--- src/design/mfps_pkg.sv ---
// ----------------------------------------------------------------------------
// mfps_pkg
// Fixed widths, reset values and control types of the falling path sum block.
// ----------------------------------------------------------------------------
`timescale 1ns / 1ps
`default_nettype none

package mfps_pkg;

    localparam int CFG_W = 7;
    localparam int OUT_W = 22;
    localparam logic [CFG_W-1:0] CFG_RESET = 7'd64;

    // Position flags of an element, carried alongside it into the compute stage.
    typedef struct packed {
        logic first_row;
        logic last_row;
        logic col0;
        logic has_left;
        logic has_right;
        logic matrix_end;
    } t_pos_ctl;

endpackage

`default_nettype wire

--- src/design/mfps_elem_if.sv ---
// ----------------------------------------------------------------------------
// mfps_elem_if
// Valid/ready channel that carries one matrix element a beat.
// ----------------------------------------------------------------------------
`timescale 1ns / 1ps
`default_nettype none

interface mfps_elem_if #(
    parameter int ELEMENT_BITS = 16
);
    logic                           valid;
    logic                           ready;
    logic signed [ELEMENT_BITS-1:0] element;

    modport source (output valid, output element, input ready);
    modport sink   (input valid, input element, output ready);
    modport mon    (input valid, input element, input ready);
endinterface

`default_nettype wire

--- src/design/mfps_res_if.sv ---
// ----------------------------------------------------------------------------
// mfps_res_if
// Valid/ready channel that carries one minimum path sum a beat.
// ----------------------------------------------------------------------------
`timescale 1ns / 1ps
`default_nettype none

interface mfps_res_if;
    import mfps_pkg::*;

    logic              valid;
    logic              ready;
    logic signed [OUT_W-1:0] path_min;

    modport source (output valid, output path_min, input ready);
    modport sink   (input valid, input path_min, output ready);
    modport mon    (input valid, input path_min, input ready);
endinterface

`default_nettype wire

--- src/design/mfps_ram.sv ---
// ----------------------------------------------------------------------------
// mfps_ram
// Simple dual-port RAM: one write port, one read port with registered data.
// ----------------------------------------------------------------------------
`timescale 1ns / 1ps
`default_nettype none

module mfps_ram #(
    parameter int WIDTH = 23,
    parameter int DEPTH = 64,
    parameter int ADDR_W = (DEPTH > 1) ? $clog2(DEPTH) : 1
) (
    input  wire logic              i_clk,
    input  wire logic              i_we,
    input  wire logic [ADDR_W-1:0] i_waddr,
    input  wire logic [WIDTH-1:0]  i_wdata,
    input  wire logic              i_re,
    input  wire logic [ADDR_W-1:0] i_raddr,
    output logic      [WIDTH-1:0]  o_rdata
);

    logic [WIDTH-1:0] r_mem [DEPTH];
    logic [WIDTH-1:0] r_rdata;

    always_ff @(posedge i_clk) begin
        if (i_we) begin
            r_mem[i_waddr] <= i_wdata;
        end
        if (i_re) begin
            r_rdata <= r_mem[i_raddr];
        end
    end

    assign o_rdata = r_rdata;

endmodule

`default_nettype wire

--- src/design/min_falling_path_sum.sv ---
// ----------------------------------------------------------------------------
// min_falling_path_sum
// Streams a square matrix in row-major order and returns its minimum falling
// path sum after the last element.
// ----------------------------------------------------------------------------
//
//  Channel   Direction  Beat contents
//  --------  ---------  ---------------------------------------------------
//  i_elem    in         element: one signed matrix element, row-major order
//  o_res     out        path_min: minimum falling path sum of the matrix
//  i_cfg_*   in         matrix_size: rows and columns (write only)
//
//  One element is taken every clock cycle while the compute stage is not held;
//  the rate is set by the single read port of the row store, which is read one
//  column ahead of each element. Each result waits in an output register.
//  Reset is synchronous and active low. It clears the control state only; the
//  row store has no clearing pass, since every entry is written before it is
//  read. A stalled result holds the compute stage only when that stage holds
//  the last element of the next matrix; other elements keep flowing.
//
`timescale 1ns / 1ps
`default_nettype none

module min_falling_path_sum #(
    parameter int MAX_SIZE     = 64,
    parameter int ELEMENT_BITS = 16
) (
    input  wire logic                      i_clk,
    input  wire logic                      i_rst_n,
    input  wire logic                      i_cfg_we,
    input  wire logic [mfps_pkg::CFG_W-1:0] i_cfg_data,
    mfps_elem_if.sink                      i_elem,
    mfps_res_if.source                     o_res
);
    import mfps_pkg::*;

    // Column and row positions need enough bits to index MAX_SIZE entries.
    localparam int IDX_W  = (MAX_SIZE > 1) ? $clog2(MAX_SIZE) : 1;
    // A path sum is at most MAX_SIZE elements, plus a sign guard bit.
    localparam int SUM_W  = ELEMENT_BITS + IDX_W + 1;
    localparam int WIDE_W = (SUM_W > OUT_W) ? SUM_W : OUT_W;
    localparam int RESET_SIZE = (int'(CFG_RESET) > MAX_SIZE) ? MAX_SIZE : int'(CFG_RESET);
    localparam logic [IDX_W-1:0] RESET_LAST = IDX_W'(RESET_SIZE - 1);
    localparam logic signed [SUM_W-1:0] SUM_MAX = {1'b0, {(SUM_W-1){1'b1}}};

    // ------------------------------------------------------------------------
    // Configuration: the register holds the index of the last row and column.
    // A zero size behaves as one, and a size above MAX_SIZE saturates.
    // ------------------------------------------------------------------------
    logic [IDX_W-1:0] r_last_idx;
    logic [IDX_W-1:0] n_last_idx;

    always_comb begin
        if (i_cfg_data == '0) begin
            n_last_idx = '0;
        end else if (int'(i_cfg_data) > MAX_SIZE) begin
            n_last_idx = IDX_W'(MAX_SIZE - 1);
        end else begin
            n_last_idx = IDX_W'(int'(i_cfg_data) - 1);
        end
    end

    // ------------------------------------------------------------------------
    // Input side: position counters and the look-ahead read of the row store.
    // ------------------------------------------------------------------------
    logic [IDX_W-1:0] r_col_idx;
    logic [IDX_W-1:0] r_row_idx;
    logic             accept;
    logic             advance;
    t_pos_ctl         pos_ctl;
    logic [IDX_W-1:0] rd_addr;

    always_comb begin
        pos_ctl.first_row  = (r_row_idx == '0);
        pos_ctl.last_row   = (r_row_idx == r_last_idx);
        pos_ctl.col0       = (r_col_idx == '0);
        pos_ctl.has_left   = (r_col_idx != '0);
        pos_ctl.has_right  = (r_col_idx != r_last_idx);
        pos_ctl.matrix_end = pos_ctl.last_row && !pos_ctl.has_right;
        // The right-hand neighbour of the row above; when there is none the
        // address is kept in range and the data is ignored.
        rd_addr = pos_ctl.has_right ? r_col_idx + 1'b1 : r_col_idx;
    end

    // ------------------------------------------------------------------------
    // Compute stage registers.
    // ------------------------------------------------------------------------
    logic                     r_s1_v;
    logic signed [ELEMENT_BITS-1:0] r_s1_elem;
    logic [IDX_W-1:0]         r_s1_col;
    t_pos_ctl                 r_s1_ctl;

    // Values of the row above around the current column, as they stood
    // before this row overwrote them.
    logic signed [SUM_W-1:0]  r_left;
    logic signed [SUM_W-1:0]  r_above;
    logic signed [SUM_W-1:0]  r_col0_sum;
    logic signed [SUM_W-1:0]  r_run_min;

    // Forwarding of a write that lands on the address being read.
    logic                     r_byp_v;
    logic signed [SUM_W-1:0]  r_byp_data;

    logic signed [SUM_W-1:0]  ram_q;
    logic signed [SUM_W-1:0]  right;
    logic signed [SUM_W-1:0]  above;
    logic signed [SUM_W-1:0]  best;
    logic signed [SUM_W-1:0]  sum;
    logic signed [SUM_W-1:0]  final_min;
    logic signed [WIDE_W-1:0] final_wide;
    logic                     wr_en;

    logic                     r_out_v;
    logic signed [OUT_W-1:0]  r_out_data;

    // The stage only waits when it holds a matrix end and the result is stuck.
    assign advance = !(r_s1_v && r_s1_ctl.matrix_end && r_out_v && !o_res.ready);
    assign accept  = i_elem.valid && advance;
    assign wr_en   = r_s1_v && advance;

    mfps_ram #(
        .WIDTH (SUM_W),
        .DEPTH (MAX_SIZE),
        .ADDR_W(IDX_W)
    ) u_row_store (
        .i_clk  (i_clk),
        .i_we   (wr_en),
        .i_waddr(r_s1_col),
        .i_wdata(sum),
        .i_re   (accept),
        .i_raddr(rd_addr),
        .o_rdata(ram_q)
    );

    always_comb begin
        right = r_byp_v ? r_byp_data : ram_q;
        above = r_s1_ctl.col0 ? r_col0_sum : r_above;
        best  = above;
        if (r_s1_ctl.has_left && (r_left < best)) begin
            best = r_left;
        end
        if (r_s1_ctl.has_right && (right < best)) begin
            best = right;
        end
        if (r_s1_ctl.first_row) begin
            sum = SUM_W'(r_s1_elem);
        end else begin
            sum = SUM_W'(r_s1_elem) + best;
        end
        final_min  = (sum < r_run_min) ? sum : r_run_min;
        final_wide = WIDE_W'(final_min);
    end

    // ------------------------------------------------------------------------
    // Control registers.
    // ------------------------------------------------------------------------
    always_ff @(posedge i_clk) begin
        if (!i_rst_n) begin
            r_last_idx <= RESET_LAST;
            r_col_idx  <= '0;
            r_row_idx  <= '0;
            r_s1_v     <= 1'b0;
            r_out_v    <= 1'b0;
            r_run_min  <= SUM_MAX;
        end else begin
            if (i_cfg_we) begin
                // A new size drops any partial matrix and starts afresh.
                r_last_idx <= n_last_idx;
                r_col_idx  <= '0;
                r_row_idx  <= '0;
                r_run_min  <= SUM_MAX;
            end else begin
                if (accept) begin
                    if (pos_ctl.has_right) begin
                        r_col_idx <= r_col_idx + 1'b1;
                    end else begin
                        r_col_idx <= '0;
                        r_row_idx <= pos_ctl.last_row ? '0 : r_row_idx + 1'b1;
                    end
                end
                if (wr_en) begin
                    if (r_s1_ctl.matrix_end) begin
                        r_run_min <= SUM_MAX;
                    end else if (r_s1_ctl.last_row) begin
                        r_run_min <= final_min;
                    end
                end
            end

            if (accept) begin
                r_s1_v <= 1'b1;
            end else if (advance) begin
                r_s1_v <= 1'b0;
            end

            if (wr_en && r_s1_ctl.matrix_end) begin
                r_out_v <= 1'b1;
            end else if (o_res.ready) begin
                r_out_v <= 1'b0;
            end
        end
    end

    // ------------------------------------------------------------------------
    // Payload registers.
    // ------------------------------------------------------------------------
    always_ff @(posedge i_clk) begin
        if (accept) begin
            r_s1_elem  <= i_elem.element;
            r_s1_col   <= r_col_idx;
            r_s1_ctl   <= pos_ctl;
            r_byp_v    <= wr_en && (r_s1_col == rd_addr);
            r_byp_data <= sum;
        end
        if (wr_en) begin
            r_left  <= above;
            r_above <= right;
            if (r_s1_ctl.col0) begin
                r_col0_sum <= sum;
            end
        end
        if (wr_en && r_s1_ctl.matrix_end) begin
            r_out_data <= final_wide[OUT_W-1:0];
        end
    end

    assign i_elem.ready   = advance;
    assign o_res.valid    = r_out_v;
    assign o_res.path_min = r_out_data;

endmodule

`default_nettype wire

--- src/flat_wrapper.sv ---
// flat-port wrapper written by rule: the top's interface ports become plain ports
module min_falling_path_sum_flat import mfps_pkg::*;
#(
    parameter int MAX_SIZE     = 64,
    parameter int ELEMENT_BITS = 16
)
  (i_clk, i_rst_n, i_cfg_we, i_cfg_data, i_elem_valid, i_elem_element, i_elem_ready, o_res_valid, o_res_path_min, o_res_ready);
  mfps_elem_if #(.ELEMENT_BITS(ELEMENT_BITS)) i_elem_i ();
  mfps_res_if o_res_i ();
  input  wire logic i_clk;
  input  wire logic i_rst_n;
  input  wire logic i_cfg_we;
  input  wire logic [mfps_pkg::CFG_W-1:0] i_cfg_data;
  input wire logic [$bits(i_elem_i.valid)-1:0] i_elem_valid;
  input wire logic [$bits(i_elem_i.element)-1:0] i_elem_element;
  output wire logic [$bits(i_elem_i.ready)-1:0] i_elem_ready;
  output wire logic [$bits(o_res_i.valid)-1:0] o_res_valid;
  output wire logic [$bits(o_res_i.path_min)-1:0] o_res_path_min;
  input wire logic [$bits(o_res_i.ready)-1:0] o_res_ready;
  assign i_elem_i.valid = i_elem_valid;
  assign i_elem_i.element = i_elem_element;
  assign i_elem_ready = i_elem_i.ready;
  assign o_res_valid = o_res_i.valid;
  assign o_res_path_min = o_res_i.path_min;
  assign o_res_i.ready = o_res_ready;
  min_falling_path_sum #(.MAX_SIZE(MAX_SIZE), .ELEMENT_BITS(ELEMENT_BITS)) u_core (.i_clk(i_clk), .i_rst_n(i_rst_n), .i_cfg_we(i_cfg_we), .i_cfg_data(i_cfg_data), .i_elem(i_elem_i), .o_res(o_res_i));
endmodule
--- config.mk ---
export PLATFORM = sky130hd
export DESIGN_NAME = min_falling_path_sum_flat
export DESIGN_NICKNAME = d
export VERILOG_FILES = /design/src/design/mfps_pkg.sv /design/src/design/mfps_elem_if.sv /design/src/design/mfps_res_if.sv /design/src/design/mfps_ram.sv /design/src/design/min_falling_path_sum.sv /design/src/flat_wrapper.sv
export SDC_FILE = /design/constraint.sdc
export NUM_CORES = 2
export LEC_CHECK = 0
export BUFFER_PORTS_ARGS = -buffer_cell sky130_fd_sc_hd__buf_2
export CELL_PAD_IN_SITES_DETAIL_PLACEMENT = 1
export CELL_PAD_IN_SITES_GLOBAL_PLACEMENT = 1
export CORE_AREA = 4 4 372 374
export CTS_BUF_LIST = sky130_fd_sc_hd__clkbuf_16
export CTS_CLUSTER_SIZE = 40
export DETAILED_ROUTE_END_ITERATION = 16
export DIE_AREA = 0 0 376 378
export PLACE_DENSITY = 0.8
export SLEW_MARGIN = 30
export SYNTH_ARGS = -nofsm -noshare
export SYNTH_HDL_FRONTEND = slang
export SYNTH_SLANG_ARGS = --single-unit
--- constraint.sdc ---
create_clock -name i_clk -period 13.1 [get_ports i_clk]
set_clock_uncertainty 0.05 [all_clocks]
set_input_delay 2.62 -clock i_clk [delete_from_list [all_inputs] [get_ports i_clk]]
set_output_delay 2.62 -clock i_clk [all_outputs]
set_load 0.02 [all_outputs]
==> qor.csv <==
metric,value,unit
run status,"finished, final reports clean",
clk_lat worst skew,0.79,ns
area delta synth->final,12.7,%
Multi-input gate area,0.0167,mm²
Mapped Nets,3270,
postcts setup bufs,0,
register area,0.0500,mm²
Slowest cell on crit path,o21ai_2,
max_cap viols,0,
Initial DRC Count,4706,
row cnt,135,
Antenna Nets Post-Route,0,
Worst EP arrival,12.36,ns
Fin Setup TNS,0,ns
First-pass DRT Iterations,7,
min cycle time layout,11.86,ns
leakage,24.8,nW
"wirelength, routed",183000,µm
sequential share of the synthesized area,74.5,%
fin. max-slew vios,0,
share of layout cells above drive strength 1,29.8,%
Worst path most repeated cell,ha_1,
Fillers,11400,
Worst Max-Slew Pin Slew,1.04,ns
TritonCTS clock tree,built,
Hold Path Class,reg -> reg,
Crit Path Max Fanout,26,
RSZ-0062 raised after global routing,no,
reg2reg setup slack,1.24,ns
Syn Std Cell Area,0.0672,mm²
HP Start,u_core.r_run_min[2]$_SDFFE_PP1P_,
initial antenna violation count,9,
Via Count,34400,
Fmax,0.0843,GHz
Seq cells post-synth,1681,
final instance area,0.0757,mm²
worst path bufs/invs,2,
Avg Vias per Cell,6.56,
CP Launch Type,flip-flop,
worst reg2reg path depth,37,
Hold Crit Depth,1,
post-CTS sizing,0,
Unique masters post-synth,62,
Max stage delay on crit path,0.70,ns
Initial Util,49.8,%
Die Span Y,378,µm
Hold Crit Endpoint,u_core.r_run_min[2]$_SDFFE_PP1P_,
Reg2Reg Launch Point,u_core.r_s1_ctl[3]$_DFFE_PP_,
async set or reset register ratio after synthesis,0,%
post-synthesis instance total,3146,
critical path type,reg -> reg,
# port buffers,51,
Core Region,0.135,mm²
RR Endpoint,u_core.o_res.path_min[19]$_DFFE_PP_,
prevailing post-synth register cell,edfxtp_1,
fin nets,3453,
routed len/inst,34.9,µm
Top delay family on crit path,compound AO/OA/AOI/OAI gates,
Die W,376,µm
number of synthesized flops with an enable pin,1638,
pwr/cell area,150,mW/mm²
H-tree depth,4,
final hold violations,0,
CTS Sinks,1681,
worst ir drop on vdd,0.000136,V
Clock Path Buffers,3,
# DRC,0,
DP Area,0.0704,mm²
clk slew on worst S/H paths,0.06,ns
hpwl dp,99800,µm
first-pass GRT wire length,264000,µm
pin count of the biggest net entering global routing,149,
"Avg Cell Area, Syn",21.4,µm²
die area,0.142,mm²
fraction of the cycle the final worst path needs,90.6,%
RePlAce Congestion,0.843,
# hold bufs at CTS,0,
Final setup viols,0,
worst endpoint required time,13.59,ns
I/O pin count,52,
Synth warnings,0,
Max-Slew Margin vs Limit,30.3,%
Setup crit end kind,flip-flop,
vias in the first global route,36000,
number of buffers created by CTS,165,
Overflow after GRT,0,
CTS Root Cell,clkbuf_16,
gr usage total,26.1,%
-- power breakdown --
part	switching, mW	leakage (nW)	internal, mW
registers	0.0221	15.2	5.94
logic	0.496	6.93	0.285
clock network	2.02	2.69	2.61
total	2.54	24.8	8.83
-- registers in the layout (all words and copies together), names as in the netlist, 16 cells and up --
register / count
u_core.r_run_min: 23
u_core.r_s1_elem: 16
u_core.r_byp_data: 23
u_core.u_row_store.o_rdata: 23
u_core.r_left: 23
u_core.o_res.path_min: 22
u_core.r_col0_sum: 23
u_core.r_above: 23
u_core.u_row_store.r_mem: 1472
-- through the flow --
step	worst slack (ns)	instances	utilization (%)	total power, mW	hold WS (ns)
2_1_floorplan	0.920	3146	-	6.57	0.356
3_5_place_dp	1.48	4940	52.2	6.84	0.410
5_1_grt	0.435	5240	56.1	11.7	0.440
6_report	1.24	5245	56.1	11.4	0.423
3_3_place_gp	1.88	4940	52.2	6.81	0.404
4_1_cts	1.38	5237	56.1	11.4	0.423
-- cell type report --
class,instances,share of cell area [%]
tap,1781,2.94
timing repair buffer,164,1.61
clock inverter,127,1.27
sequential,1681,66.1
clock buffer,170,5.62
inverter,78,0.391
antenna,5,0.0165
multi-input combinational,1239,22.1
-- metal layers --
metal | up-vias | part of all wire [%] | track usage [%] | wire, µm
met4 | 0 | 5.3 | 11.6 | 9620
met2 | 2184 | 50 | 43.3 | 90700
met1 | 18300 | 35 | 33.3 | 64500
met3 | 410 | 9.9 | 5.94 | 18100
li1 | 13500 | - | - | -
met5 | - | 0 | 0 | 0
-- placed cells by master (no fill, tap or decap), types with 7 or more instances in the layout --
cell type,count
o21ai_4,15
clkbuf_16,170
edfxtp_1,1638
clkinv_2,34
nor3_1,12
nand4_1,18
xor2_1,21
nand3b_1,7
nand3_1,30
o21ai_0,50
a21oi_1,54
a21o_1,22
buf_4,103
xnor2_1,19
nand2_1,77
mux4_2,483
and3_1,9
o21ai_1,13
o21a_1,7
inv_1,107
buf_2,51
inv_6,7
mux2i_1,26
o32a_1,15
nor2_2,63
nor2_1,43
bufinv_16,13
ha_1,94
clkinv_1,34
dfxtp_1,43
mux2_2,52
-- Yosys cell counts, drive strengths merged, types with 13 or more instances --
library cell	count	share of area (%)
o21ai	80	0.60
mux2i	26	0.39
dfxtp	43	1.3
xnor2	21	0.27
a21oi	55	0.41
mux2	54	0.90
xor2	24	0.31
nand3	30	0.22
nor2	107	0.60
a21o	22	0.25
buf	61	0.45
inv	78	0.44
nand4	18	0.17
nand2	79	0.44
nor3	13	0.097
ha	95	1.8
mux4	483	16
edfxtp	1638	73
clkbuf	87	0.49
o32a	15	0.22
-- worst max-delay path by stage --
stage                                             from  depth (start not counted)                                  end  slack (ns)
after floorplan           u_core.r_s1_ctl[3]$_DFFE_PP_                         46  u_core.o_res.path_min[11]$_DFFE_PP_        0.92
after global placement    u_core.r_s1_ctl[3]$_DFFE_PP_                         39  u_core.o_res.path_min[14]$_DFFE_PP_        1.88
after detailed placement  u_core.r_s1_ctl[3]$_DFFE_PP_                         38  u_core.o_res.path_min[19]$_DFFE_PP_        1.48
after CTS                 u_core.r_s1_ctl[3]$_DFFE_PP_                         39  u_core.o_res.path_min[19]$_DFFE_PP_        1.38
after global routing      u_core.r_s1_ctl[3]$_DFFE_PP_                         37  u_core.o_res.path_min[11]$_DFFE_PP_        0.43
final                     u_core.r_s1_ctl[3]$_DFFE_PP_                         37  u_core.o_res.path_min[19]$_DFFE_PP_        1.24
-- cells by family (layout without fill, tap and decap cells) --
family	Yosys count	after routing	synth area share (%)
other	0	5	0
AO/OA/AOI/OAI	231	231	2.18
XOR/XNOR	45	45	0.586
buffers and inverters	226	539	1.38
AND/OR/NAND/NOR	304	304	2.11
multiplexers	563	563	17.5
flip-flops	1681	1681	74.5
adder cells (fa/ha/maj)	96	96	1.80
-- worst register-to-register path: cells and delay by family (launching register included) --
family,cells,cell delay [ns]
fa+ha+maj,5,1.69
xor+xnor,1,0.20
simple gates,8,1.95
compound gates,18,5.32
mux,3,1.08
buf+inv,2,0.66
flops,1,0.66
Power figures use the tool's default switching activity.
